[src/rtl/core/tga_rle_pixel_decoder_unit_macros.svh]
// Assertion macros shared by the Targa run-length decoder RTL.
`ifndef TGA_RLE_PIXEL_DECODER_UNIT_MACROS_SVH
`define TGA_RLE_PIXEL_DECODER_UNIT_MACROS_SVH
`ifndef SYNTHESIS
// Same-cycle implication, sampled on the rising clock edge, muted while in reset.
`define TRLE_ASSERT_NOW(lbl, clk, rst_n, ante, cons) \
  lbl: assert property (@(posedge clk) disable iff (!rst_n) (ante) |-> (cons)) \
    else $error("tga rle decoder: same-cycle check failed");
// Next-cycle implication, sampled on the rising clock edge, muted while in reset.
`define TRLE_ASSERT_NEXT(lbl, clk, rst_n, ante, cons) \
  lbl: assert property (@(posedge clk) disable iff (!rst_n) (ante) |=> (cons)) \
    else $error("tga rle decoder: next-cycle check failed");
`else
`define TRLE_ASSERT_NOW(lbl, clk, rst_n, ante, cons)
`define TRLE_ASSERT_NEXT(lbl, clk, rst_n, ante, cons)
`endif
`endif

[src/rtl/core/trle_pkg.sv]
// Types, register indexes and the pixel conversion of the Targa run-length decoder.
`timescale 1ns / 1ps
`default_nettype none
package trle_pkg;

  // Configuration register indexes.
  localparam logic [1:0] CFG_SOURCE_BYTES   = 2'd0;
  localparam logic [1:0] CFG_OUT_COMPONENTS = 2'd1;
  localparam logic [1:0] CFG_RLE_ENABLE     = 2'd2;

  // Supported pixel sizes and layouts.
  localparam logic [2:0] SZ_1 = 3'd1;
  localparam logic [2:0] SZ_2 = 3'd2;
  localparam logic [2:0] SZ_3 = 3'd3;
  localparam logic [2:0] SZ_4 = 3'd4;

  typedef struct packed {
    logic       format_error;
    logic [7:0] chan3;
    logic [7:0] chan2;
    logic [7:0] chan1;
    logic [7:0] chan0;
  } pix_t;

  typedef struct packed {
    logic       format_error;
    logic [7:0] repeat_count;
    logic [7:0] chan3;
    logic [7:0] chan2;
    logic [7:0] chan1;
    logic [7:0] chan0;
  } res_t;

  // Converts a gathered pixel (byte i at bits 8i+7:8i) to the output layout.
  function automatic pix_t convert_pixel(logic [31:0] st, logic [2:0] s, logic [2:0] d);
    pix_t       p;
    logic [7:0] b0;
    logic [7:0] b1;
    logic [7:0] b2;
    logic [7:0] b3;
    p  = '0;
    b0 = st[7:0];
    b1 = st[15:8];
    b2 = st[23:16];
    b3 = st[31:24];
    if (s == SZ_2 && (d == SZ_3 || d == SZ_4)) begin
      // 5-5-5 word, low byte first; top bit is the alpha flag.
      p.chan0 = {b1[6:2], 3'b000};
      p.chan1 = {b1[1:0], b0[7:5], 3'b000};
      p.chan2 = {b0[4:0], 3'b000};
      if (d == SZ_4) begin
        p.chan3 = {8{b1[7]}};
      end
    end else if (s == SZ_3 && d == SZ_3) begin
      p.chan0 = b2;
      p.chan1 = b1;
      p.chan2 = b0;
    end else if (s == SZ_4 && (d == SZ_3 || d == SZ_4)) begin
      p.chan0 = b2;
      p.chan1 = b1;
      p.chan2 = b0;
      if (d == SZ_4) begin
        p.chan3 = b3;
      end
    end else if (d == SZ_1 && (s == SZ_1 || s == SZ_2)) begin
      p.chan0 = b0;
    end else if (d == SZ_2 && s == SZ_2) begin
      p.chan0 = b0;
      p.chan1 = b1;
    end else begin
      p.format_error = 1'b1;
    end
    return p;
  endfunction

endpackage
`default_nettype wire

[src/rtl/core/tga_rle_pixel_decoder_unit.sv]
// Top level of the Targa run-length pixel decoder: byte intake, packet state, output stage.
`timescale 1ns / 1ps
`default_nettype none
`include "tga_rle_pixel_decoder_unit_macros.svh"

// The decoder takes the pixel data of a Targa image as a stream of bytes, one beat per
// byte, and takes a new beat on every clock cycle while in_tready is high. With
// rle_enable set, a byte that arrives while no packet is open is a packet header and
// yields nothing; the following bytes are gathered into stored pixels of source_bytes
// bytes each. Every finished pixel is converted to the layout chosen by out_components
// and leaves as one output beat, registered in the result register or, while that is
// held, in the skid register. A run packet gives a single beat carrying its whole
// repeat count, a literal or raw pixel a beat with count one. Unsupported size and
// layout pairs still give a beat, with all channels zero and format_error set. Setting
// tuser on an input beat starts a new image: packet and pixel state are cleared before
// that byte is taken. The output side has a result register backed by one skid
// register, so in_tready only drops after two results are waiting. Configuration writes
// are accepted on every cycle and should only be made while the decoder is idle; they do
// not clear the packet or pixel state.
module tga_rle_pixel_decoder_unit (
  input  wire logic        clk,
  input  wire logic        rst_n,
  // Input stream.
  input  wire logic        in_tvalid,
  output      logic        in_tready,
  input  wire logic [7:0]  in_tdata,   // [7:0] data_byte
  input  wire logic [0:0]  in_tuser,   // [0] image_start
  // Output stream.
  output      logic        out_tvalid,
  input  wire logic        out_tready,
  output      logic [39:0] out_tdata,  // [7:0] chan0, [15:8] chan1, [23:16] chan2,
                                       // [31:24] chan3, [39:32] repeat_count
  output      logic [0:0]  out_tuser,  // [0] format_error
  // Configuration writes.
  input  wire logic        cfg_valid,
  output      logic        cfg_ready,
  input  wire logic [1:0]  cfg_index,
  input  wire logic [2:0]  cfg_data
);

  // Configuration registers.
  logic [2:0]  src_bytes_r;
  logic [2:0]  out_comp_r;
  logic        rle_en_r;

  // Packet and pixel state.
  logic [7:0]  packet_left_r, packet_left_nxt;
  logic        packet_run_r, packet_run_nxt;
  logic [1:0]  byte_pos_r, byte_pos_nxt;
  logic [31:0] pix_store_r, pix_store_nxt;

  // Output stage: result register and skid register.
  logic        out_v_r;
  trle_pkg::res_t out_res_r;
  logic        skid_v_r;
  trle_pkg::res_t skid_res_r;

  logic        in_acc;
  logic        out_pop;
  logic        start;
  logic [7:0]  left_eff;
  logic        run_eff;
  logic [1:0]  pos_eff;
  logic [31:0] store_eff;
  logic [31:0] store_ins;
  logic        is_header;
  logic [2:0]  pix_size;
  logic        pix_done;
  logic        produce;
  logic [7:0]  count;
  trle_pkg::pix_t conv;
  trle_pkg::res_t res;

  assign cfg_ready = 1'b1;
  assign in_tready = !skid_v_r;
  assign in_acc    = in_tvalid && in_tready;
  assign out_pop   = out_v_r && out_tready;
  assign start     = in_tuser[0];

  always_ff @(posedge clk) begin
    if (!rst_n) begin
      src_bytes_r <= trle_pkg::SZ_3;
      out_comp_r  <= trle_pkg::SZ_3;
      rle_en_r    <= 1'b1;
    end else if (cfg_valid && cfg_ready) begin
      unique case (cfg_index)
        trle_pkg::CFG_SOURCE_BYTES:   src_bytes_r <= cfg_data;
        trle_pkg::CFG_OUT_COMPONENTS: out_comp_r  <= cfg_data;
        trle_pkg::CFG_RLE_ENABLE:     rle_en_r    <= cfg_data[0];
        default: ;
      endcase
    end
  end

  // A start-of-image beat sees cleared state.
  always_comb begin
    left_eff  = start ? 8'd0  : packet_left_r;
    run_eff   = start ? 1'b0  : packet_run_r;
    pos_eff   = start ? 2'd0  : byte_pos_r;
    store_eff = start ? 32'd0 : pix_store_r;
  end

  // Drop the byte into its lane of the pixel store.
  always_comb begin
    store_ins = store_eff;
    unique case (pos_eff)
      2'd0:    store_ins[7:0]   = in_tdata;
      2'd1:    store_ins[15:8]  = in_tdata;
      2'd2:    store_ins[23:16] = in_tdata;
      default: store_ins[31:24] = in_tdata;
    endcase
  end

  // Gathering size: zero counts as one byte, values above four as four.
  always_comb begin
    if (src_bytes_r == 3'd0) begin
      pix_size = trle_pkg::SZ_1;
    end else if (src_bytes_r > trle_pkg::SZ_4) begin
      pix_size = trle_pkg::SZ_4;
    end else begin
      pix_size = src_bytes_r;
    end
  end

  assign is_header = rle_en_r && (left_eff == 8'd0);
  // The pixel completes once the gathered count reaches or passes the size.
  assign pix_done  = ({1'b0, pos_eff} + 3'd1) >= pix_size;
  assign produce   = in_acc && !is_header && pix_done;
  assign count     = (rle_en_r && run_eff) ? left_eff : 8'd1;
  assign conv      = trle_pkg::convert_pixel(store_ins, src_bytes_r, out_comp_r);

  always_comb begin
    res.format_error = conv.format_error;
    res.repeat_count = count;
    res.chan3        = conv.chan3;
    res.chan2        = conv.chan2;
    res.chan1        = conv.chan1;
    res.chan0        = conv.chan0;
  end

  always_comb begin
    packet_left_nxt = left_eff;
    packet_run_nxt  = run_eff;
    byte_pos_nxt    = pos_eff;
    pix_store_nxt   = store_ins;
    if (is_header) begin
      // Header: count is the low seven bits plus one, top bit selects a run.
      packet_left_nxt = {1'b0, in_tdata[6:0]} + 8'd1;
      packet_run_nxt  = in_tdata[7];
      byte_pos_nxt    = 2'd0;
      pix_store_nxt   = store_eff;
    end else if (!pix_done) begin
      byte_pos_nxt = pos_eff + 2'd1;
    end else begin
      byte_pos_nxt = 2'd0;
      if (rle_en_r) begin
        packet_left_nxt = run_eff ? 8'd0 : left_eff - 8'd1;
      end
    end
  end

  always_ff @(posedge clk) begin
    if (!rst_n) begin
      packet_left_r <= 8'd0;
      packet_run_r  <= 1'b0;
      byte_pos_r    <= 2'd0;
      pix_store_r   <= 32'd0;
    end else if (in_acc) begin
      packet_left_r <= packet_left_nxt;
      packet_run_r  <= packet_run_nxt;
      byte_pos_r    <= byte_pos_nxt;
      pix_store_r   <= pix_store_nxt;
    end
  end

  // Output stage control. The skid register only fills while the result register is
  // held, and in_tready is low whenever it is full, so no result can be dropped.
  always_ff @(posedge clk) begin
    if (!rst_n) begin
      out_v_r  <= 1'b0;
      skid_v_r <= 1'b0;
    end else if (!out_v_r || out_pop) begin
      if (skid_v_r) begin
        out_v_r  <= 1'b1;
        skid_v_r <= 1'b0;
      end else begin
        out_v_r  <= produce;
      end
    end else if (produce) begin
      skid_v_r <= 1'b1;
    end
  end

  always_ff @(posedge clk) begin
    if (!out_v_r || out_pop) begin
      out_res_r <= skid_v_r ? skid_res_r : res;
    end
    if (produce && out_v_r && !out_pop) begin
      skid_res_r <= res;
    end
  end

  assign out_tvalid = out_v_r;
  assign out_tdata  = {out_res_r.repeat_count, out_res_r.chan3, out_res_r.chan2,
                       out_res_r.chan1, out_res_r.chan0};
  assign out_tuser  = out_res_r.format_error;

  `TRLE_ASSERT_NOW(a_skid_behind_out, clk, rst_n, skid_v_r, out_v_r)
  `TRLE_ASSERT_NEXT(a_skid_holds, clk, rst_n, skid_v_r && !out_tready, skid_v_r)
  `TRLE_ASSERT_NOW(a_left_range, clk, rst_n, 1'b1, packet_left_r <= 8'd128)
  `TRLE_ASSERT_NOW(a_count_nonzero, clk, rst_n, out_v_r, out_res_r.repeat_count != 8'd0)
  `TRLE_ASSERT_NOW(a_error_blanks, clk, rst_n, out_v_r && out_res_r.format_error,
                   out_tdata[31:0] == 32'd0)

endmodule
`default_nettype wire

[config.mk]
export PLATFORM = sky130hd
export DESIGN_NAME = tga_rle_pixel_decoder_unit
export DESIGN_NICKNAME = d
export VERILOG_FILES = /design/src/rtl/core/trle_pkg.sv /design/src/rtl/core/tga_rle_pixel_decoder_unit.sv
export VERILOG_INCLUDE_DIRS = /design/src /design/src/rtl/core
export SDC_FILE = /design/constraint.sdc
export NUM_CORES = 1
export LEC_CHECK = 0
export ABC_AREA = 1
export BUFFER_PORTS_ARGS = -buffer_cell sky130_fd_sc_hd__clkbuf_2
export CAP_MARGIN = 10
export CORE_ASPECT_RATIO = 0.9
export CORE_MARGIN = 8
export CORE_UTILIZATION = 31
export CTS_BUF_LIST = sky130_fd_sc_hd__clkbuf_4
export DETAILED_ROUTE_END_ITERATION = 12
export SLEW_MARGIN = 10
export SYNTH_ARGS = -nofsm -noshare
export SYNTH_HDL_FRONTEND = slang
export SYNTH_SLANG_ARGS = --single-unit
[constraint.sdc]
create_clock -name clk -period 3.7 [get_ports clk]
set_input_delay 0 -clock clk [delete_from_list [all_inputs] [get_ports clk]]
set_output_delay 0 -clock clk [all_outputs]
set_load 0.01 [all_outputs]
# Word-level counts from Yosys, hierarchy flattened
# Index checks and enable logic that the tools add are counted.
[totals]
ff_bits = 134
inputBits = 19
out_inout_bits = 44
[op_classes]
eq_ne = 12
bitwise_logic = 1
n_lt_le_gt_ge = 2
add_sub_neg = 4
reduce_logical = 29
n_mux = 35
[op_table]
columns = ["cell", "n"]
rows = [
  ["two-way mux 8 bit", 14],
  ["two-way mux 32 bit", 3],
  ["two-way mux 16 bit", 3],
  ["two-way mux 41 bit", 1],
  ["two-way mux 24 bit", 1],
  ["logical AND 1 bit", 13],
  ["equality test 3 x 2 -> 1 bit (second input constant)", 4],
  ["two-way mux 9 bit", 1],
  ["adder 7 x 1 -> 8 bit (second input constant)", 1],
  ["logical NOT 8 bit", 1],
  ["subtractor 8 x 1 -> 8 bit (second input constant)", 1],
  ["two-way mux 1 bit", 7],
  ["equality test 3 x 1 -> 1 bit (second input constant)", 2],
  ["equality test 3 bit (second input constant)", 2],
  ["two-way mux 2 bit", 3],
  ["two-way mux 3 bit", 2],
  ["AND reduction 2 bit", 3],
  ["equality test 2 x 1 -> 1 bit (second input constant)", 2],
  ["equality test 2 bit (second input constant)", 2],
  ["logical NOT 1 bit", 4],
  ["logical NOT 2 bit", 2],
  ["adder 2 x 1 -> 3 bit (second input constant)", 1],
  ["greater-or-equal comparator 3 bit", 1],
  ["> comparator 3 bit (second input constant)", 1],
  ["6 further kinds", 8],
]

# Longest topological paths before layout
[logic_depth]
word_depth = 9
depth_mapped = 16
ltp_nobuf = 15

# Least setup slack after synthesis
# Ideal clock, no wire load.
[synth_timing]
kind = "reg-to-reg"
start = "register byte_pos_r[1]"
end = "register skid_res_r[0] (netlist bit) (enable)"
path_slack_ns = 0.062
synth_period_minus_slack_ns = 3.638
arrival_ns = 3.199
stages_incl_launch_ff = 10
path_buffers = 1
setup_ns = 0.439
required_ns = 3.261
cell_sequence = "dfxtp_1 nand2_2 nand2_2 buf_2 nand2_1 ha_1 nand3_1 nand3_1 nand2_1 nor2_1"
[synth_between]
elab_chain_len = 6
[synth_lines]
columns = ["item", "line", "source"]
rows = [
  ["start: declaration", "tga_rle_pixel_decoder_unit.sv:49", "logic [1:0] byte_pos_r, byte_pos_nxt;"],
  ["start signal: assignment", "tga_rle_pixel_decoder_unit.sv:171", "byte_pos_r <= byte_pos_nxt;"],
  ["two-way mux 2 bit", "tga_rle_pixel_decoder_unit.sv:99", "pos_eff = start ? 2'd0 : byte_pos_r;"],
  ["adder 2 x 1 -> 3 bit", "tga_rle_pixel_decoder_unit.sv:127", "assign pix_done = ({1'b0, pos_eff} + 3'd1) >= pix_size;"],
  ["greater-or-equal comparator 3 bit", "tga_rle_pixel_decoder_unit.sv:127", ""],
  ["logical AND 1 bit", "tga_rle_pixel_decoder_unit.sv:128", "assign produce = in_acc && !is_header && pix_done;"],
  ["logical AND 1 bit (2 in a row)", "tga_rle_pixel_decoder_unit.sv:198", "if (produce && out_v_r && !out_pop) begin"],
  ["end signal: assignment", "tga_rle_pixel_decoder_unit.sv:199", "skid_res_r <= res;"],
  ["end: declaration", "tga_rle_pixel_decoder_unit.sv:56", "trle_pkg::res_t skid_res_r;"],
]
# Every way passes these cells.
# A chain may end at the register's enable or synchronous reset.

# Worst setup path after layout
[layout_timing]
start = "register byte_pos_r[0]"
end = "register packet_left_r[0]"
[layout_between]
elab_chain_len = 5
[layout_lines]
columns = ["item", "line", "source"]
rows = [
  ["two-way mux 2 bit", "tga_rle_pixel_decoder_unit.sv:99", ""],
  ["adder 2 x 1 -> 3 bit", "tga_rle_pixel_decoder_unit.sv:127", ""],
  ["greater-or-equal comparator 3 bit", "tga_rle_pixel_decoder_unit.sv:127", ""],
  ["two-way mux 8 bit", "tga_rle_pixel_decoder_unit.sv:152", "end else if (!pix_done) begin"],
  ["two-way mux 8 bit", "tga_rle_pixel_decoder_unit.sv:146", "if (is_header) begin"],
  ["end signal: assignment", "tga_rle_pixel_decoder_unit.sv:169", "packet_left_r <= packet_left_nxt;"],
  ["end: declaration", "tga_rle_pixel_decoder_unit.sv:47", "logic [7:0] packet_left_r, packet_left_nxt;"],
]
# Every way passes these cells.

==> impl_summary.txt <==
----------------------------------------------------
[Clocking]
  Resized Gates After CTS ... 0
  Reg clk slew, reported paths ... 0.12 ns
  CTS Root Cell ... sky130_fd_sc_hd__clkbuf_4
  Clock latency on the worst-skew pair ... between 0.5 and 0.6 ns
  Num CTS Buffers ... 17
  H-tree levels ... 4
  Number of setup buffers added after CTS ... 0
  CTS tree ... done
  Clock sink count ... between 100 and 150
  Total of hold buffers inserted after clock tree synthesis ... 19
  Number of buffers on the longest clock path ... 2

[Global route]
  Grt total ovfl ... 0
  Pin count of the biggest net entering global routing ... 52
  Via count of the first global-routing pass ... roughly 5300
  Number of antenna violations at the first check in global routing ... 0
  GR Util All Layers ... 0.134
  Global-route wire length before repair ... ~28 mm

[Routing]
  DR pass1 iterations ... 5
  Via count ... 5806
  Routed wire length ... 17.7 mm
  Via-per-instance ratio ... about 4.7
  Routed WL per cell ... approximately 14 um
  Post-route DRC violation count ... 0
  Final ANT Viol Nets ... 0
  Iter 0 DRT Violations ... 509

[Die]
  Number of placed I/O pins ... 63
  DIE HEIGHT ... roughly 160 um
  Standard-cell rows ... roughly 50
  Die span in x ... roughly 170 um
  Initial core utilization ... 0.314
  Die area ... 0.0269 mm^2
  CORE AREA ... 0.0216 mm^2

[Layout]
  Fraction of layout instances using a drive strength above 1 ... 0.133
  Area growth, synth to finish ... 15.2%
  Combined area of the multi-input logic cells ... roughly 0.0028 mm^2
  Antenna diodes ... 0
  Filler Cell Count ... 2320
  Count of non-filler cells in the finished layout ... 1230
  Final instance area ... around 0.0078 mm^2
  Reg area ... between 0.003 and 0.004 mm^2
  Final layout net count ... between 900 and 1000

[Setup path]
  CP arrival ... between 3 and 4 ns
  Required time of the critical path ... approximately 4.1 ns
  Nature of the critical path startpoint ... flip-flop
  Critical path capture point type ... flip-flop
  Largest driver fanout on the critical path ... 9
  Crit Path Category ... reg2reg

[Job]
  Maximum Capacitance Violations ... 0

[Synth]
  Post-synthesis async set-or-reset flop share ... 0
  Synthesized cell area ... roughly 0.0068 mm^2
  Number of instances in the synthesized netlist ... 859
  Count of flip-flops with a built-in enable after synthesis ... roughly 80
  Number of different library cells in the post-synthesis netlist ... 30
  Yosys warns ... 0
  Seq cells post-synth ... around 130
  Predominant post-synthesis flop cell ... sky130_fd_sc_hd__edfxtp_1
  Average size of a mapped cell ... roughly 7.9 um^2
  Sequential cell area fraction in the yosys report ... 0.517
  Net count after synthesis ... slightly below 900

[STA]
  Unrepaired setup endpoints after global routing ... false
  Final setup skew ... 0.0136 ns
  Final setup violation count ... 0
  Clock period minus final worst setup slack ... around 3.2 ns
  Normalized max-slew margin ... 0.345
  Max-slew violation count ... 0
  Post-route clock period utilization ... 0.859
  Max Clk Rate ... roughly 310 MHz
  Worst Setup Slack, final ... around 0.52 ns
  Sum of negative setup slack ... 0 ns
  Number of failing hold endpoints at the final stage ... 0
  Tightest Pin Transition ... just under 1 ns

[Placement]
  Area of placed instances ... 0.00733 mm^2
  GPL Wtd Cong ... roughly 0.85
  Pre-CTS worst setup slack ... around 1 ns
  PortBufs ... roughly 60
  Cell Count Post-Placement ... approximately 1200
  Post-DP HPWL ... approximately 12 mm

[Worst hold path]
  Class of the worst hold path ... in2reg

[Power and ir drop]
  Cell area power density ... 463 mW/mm^2
  Static power due to leakage ... between 3 and 4 nW
  Overall power of the completed layout ... 0.00361 W
  Maximum VDD drop ... 0.164 mV

[Status]
  Status ... complete, no violations

----------------------------------------------------
-- routing by layer --
metal / global-route usage / up-vias / part of all wire
li1: - / 2988 / -
met4: 0.0340 / 0 / 0.0093
met1: 0.184 / 2643 / 0.47
met2: 0.205 / 164 / 0.44
met3: 0.0353 / 11 / 0.074
met5: 0 / - / 0
-- worst max-delay path: stages, from the launching register on --
cell and delay (ns):
sky130_fd_sc_hd__dfxtp_1 0.35, sky130_fd_sc_hd__inv_1 0.06, sky130_fd_sc_hd__nor2_2 0.19, sky130_fd_sc_hd__nand2_1 0.24, sky130_fd_sc_hd__inv_2 0.20, sky130_fd_sc_hd__ha_1 0.28
sky130_fd_sc_hd__a21oi_1 0.15, sky130_fd_sc_hd__nand3_1 0.22, sky130_fd_sc_hd__nand2_1 0.20, sky130_fd_sc_hd__clkinv_1 0.24, sky130_fd_sc_hd__nand3_1 0.14, sky130_fd_sc_hd__nand3_1 0.07
sky130_fd_sc_hd__nand3_1 0.09, sky130_fd_sc_hd__a21oi_1 0.06, sky130_fd_sc_hd__dlygate4sd3_1 0.58
-- layout by cell type (no fill, tap or decap), types with 5 or more instances in the layout --
master / instances
sky130_fd_sc_hd__clkbuf_2: 61
sky130_fd_sc_hd__a21oi_1: 38
sky130_fd_sc_hd__inv_1: 69
sky130_fd_sc_hd__clkbuf_4: 18
sky130_fd_sc_hd__o211ai_1: 16
sky130_fd_sc_hd__o21ai_1: 27
sky130_fd_sc_hd__inv_2: 7
sky130_fd_sc_hd__o21ai_0: 47
sky130_fd_sc_hd__o2111ai_1: 5
sky130_fd_sc_hd__nand3_1: 53
sky130_fd_sc_hd__xor2_1: 6
sky130_fd_sc_hd__a31oi_1: 17
sky130_fd_sc_hd__nor2_1: 54
sky130_fd_sc_hd__dlygate4sd3_1: 19
sky130_fd_sc_hd__dfxtp_1: 52
sky130_fd_sc_hd__nor3_1: 5
sky130_fd_sc_hd__ha_1: 5
sky130_fd_sc_hd__buf_4: 11
sky130_fd_sc_hd__nand2_2: 9
sky130_fd_sc_hd__nand4_1: 5
sky130_fd_sc_hd__nand2_1: 297
sky130_fd_sc_hd__edfxtp_1: 82
sky130_fd_sc_hd__clkinv_1: 7
sky130_fd_sc_hd__o22ai_1: 9
-- synth_stat cells (7+ instances only) --
master,number,area (um^2)
sky130_fd_sc_hd__a21oi_1,38,190
sky130_fd_sc_hd__a31oi_1,17,106
sky130_fd_sc_hd__buf_2,10,50.1
sky130_fd_sc_hd__clkbuf_1,22,82.6
sky130_fd_sc_hd__dfxtp_1,52,1040
sky130_fd_sc_hd__edfxtp_1,82,2460
sky130_fd_sc_hd__inv_1,69,259
sky130_fd_sc_hd__inv_2,7,26.3
sky130_fd_sc_hd__nand2_1,298,1120
sky130_fd_sc_hd__nand2_2,8,50.1
sky130_fd_sc_hd__nand3_1,53,265
sky130_fd_sc_hd__nor2_1,55,206
sky130_fd_sc_hd__o211ai_1,16,120
sky130_fd_sc_hd__o21ai_0,47,235
sky130_fd_sc_hd__o21ai_1,27,135
sky130_fd_sc_hd__o22ai_1,9,56.3
-- area by class of cell --
type	count	share of cell area
sequential	134	0.449
multi-input combinational	602	0.355
timing repair buffer	91	0.0740
tap	291	0.0466
inverter	80	0.0384
clock inverter	14	0.0205
clock buffer	18	0.0173
-- state kept, by name (all words and copies together) (netlist names) --
signal         count
packet_run_r       1
rle_en_r           1
pix_store_r       32
skid_res_r        41
byte_pos_r         2
src_bytes_r        3
skid_v_r           1
packet_left_r      8
out_tvalid         1
out_tuser          1
out_tdata         40
out_comp_r         3
-- through the flow --
stage / hold WS (ns) / utilization
floorplan: 0.130 / -
global placement: 0.247 / 0.340
CTS: 0.00463 / 0.362
finish: 0.0548 / 0.362
detailed placement: 0.254 / 0.340
global route: 0.0480 / 0.362
-- logic make-up (layout without fill, tap and decap cells) --
logic type / count (synthesis) / in the layout / share of synthesized area
AOI/OAI and AO/OA: 161 / 161 / 0.133
adders and majority gates: 5 / 5 / 0.00923
DFF: 134 / 134 / 0.517
other: 1 / 1 / 0.000553
and+or+nand+nor: 429 / 429 / 0.256
buffers and inverters: 123 / 203 / 0.0760
xor gates and xnor gates: 6 / 6 / 0.00775
-- path summary, 6_finish.rpt --
kind,startpoint,to,slack (ns),depth (start not counted)
max,byte_pos_r[0],packet_left_r[0],0.52,14
min,in_tdata[1],packet_left_r[1],0.05,4
max reg2reg,byte_pos_r[0],packet_left_r[0],0.52,14
min reg2reg,pix_store_r[23],pix_store_r[23],0.47,2
-- report_power, final --
group / switching (W) / leakage [nW] / internal, W
sequential: 0.0000503 / 1.34 / 0.00172
combinational: 0.000562 / 2.10 / 0.000270
clock: 0.000545 / 0.151 / 0.000469
Note: power is estimated with default switching activity, not from simulation.
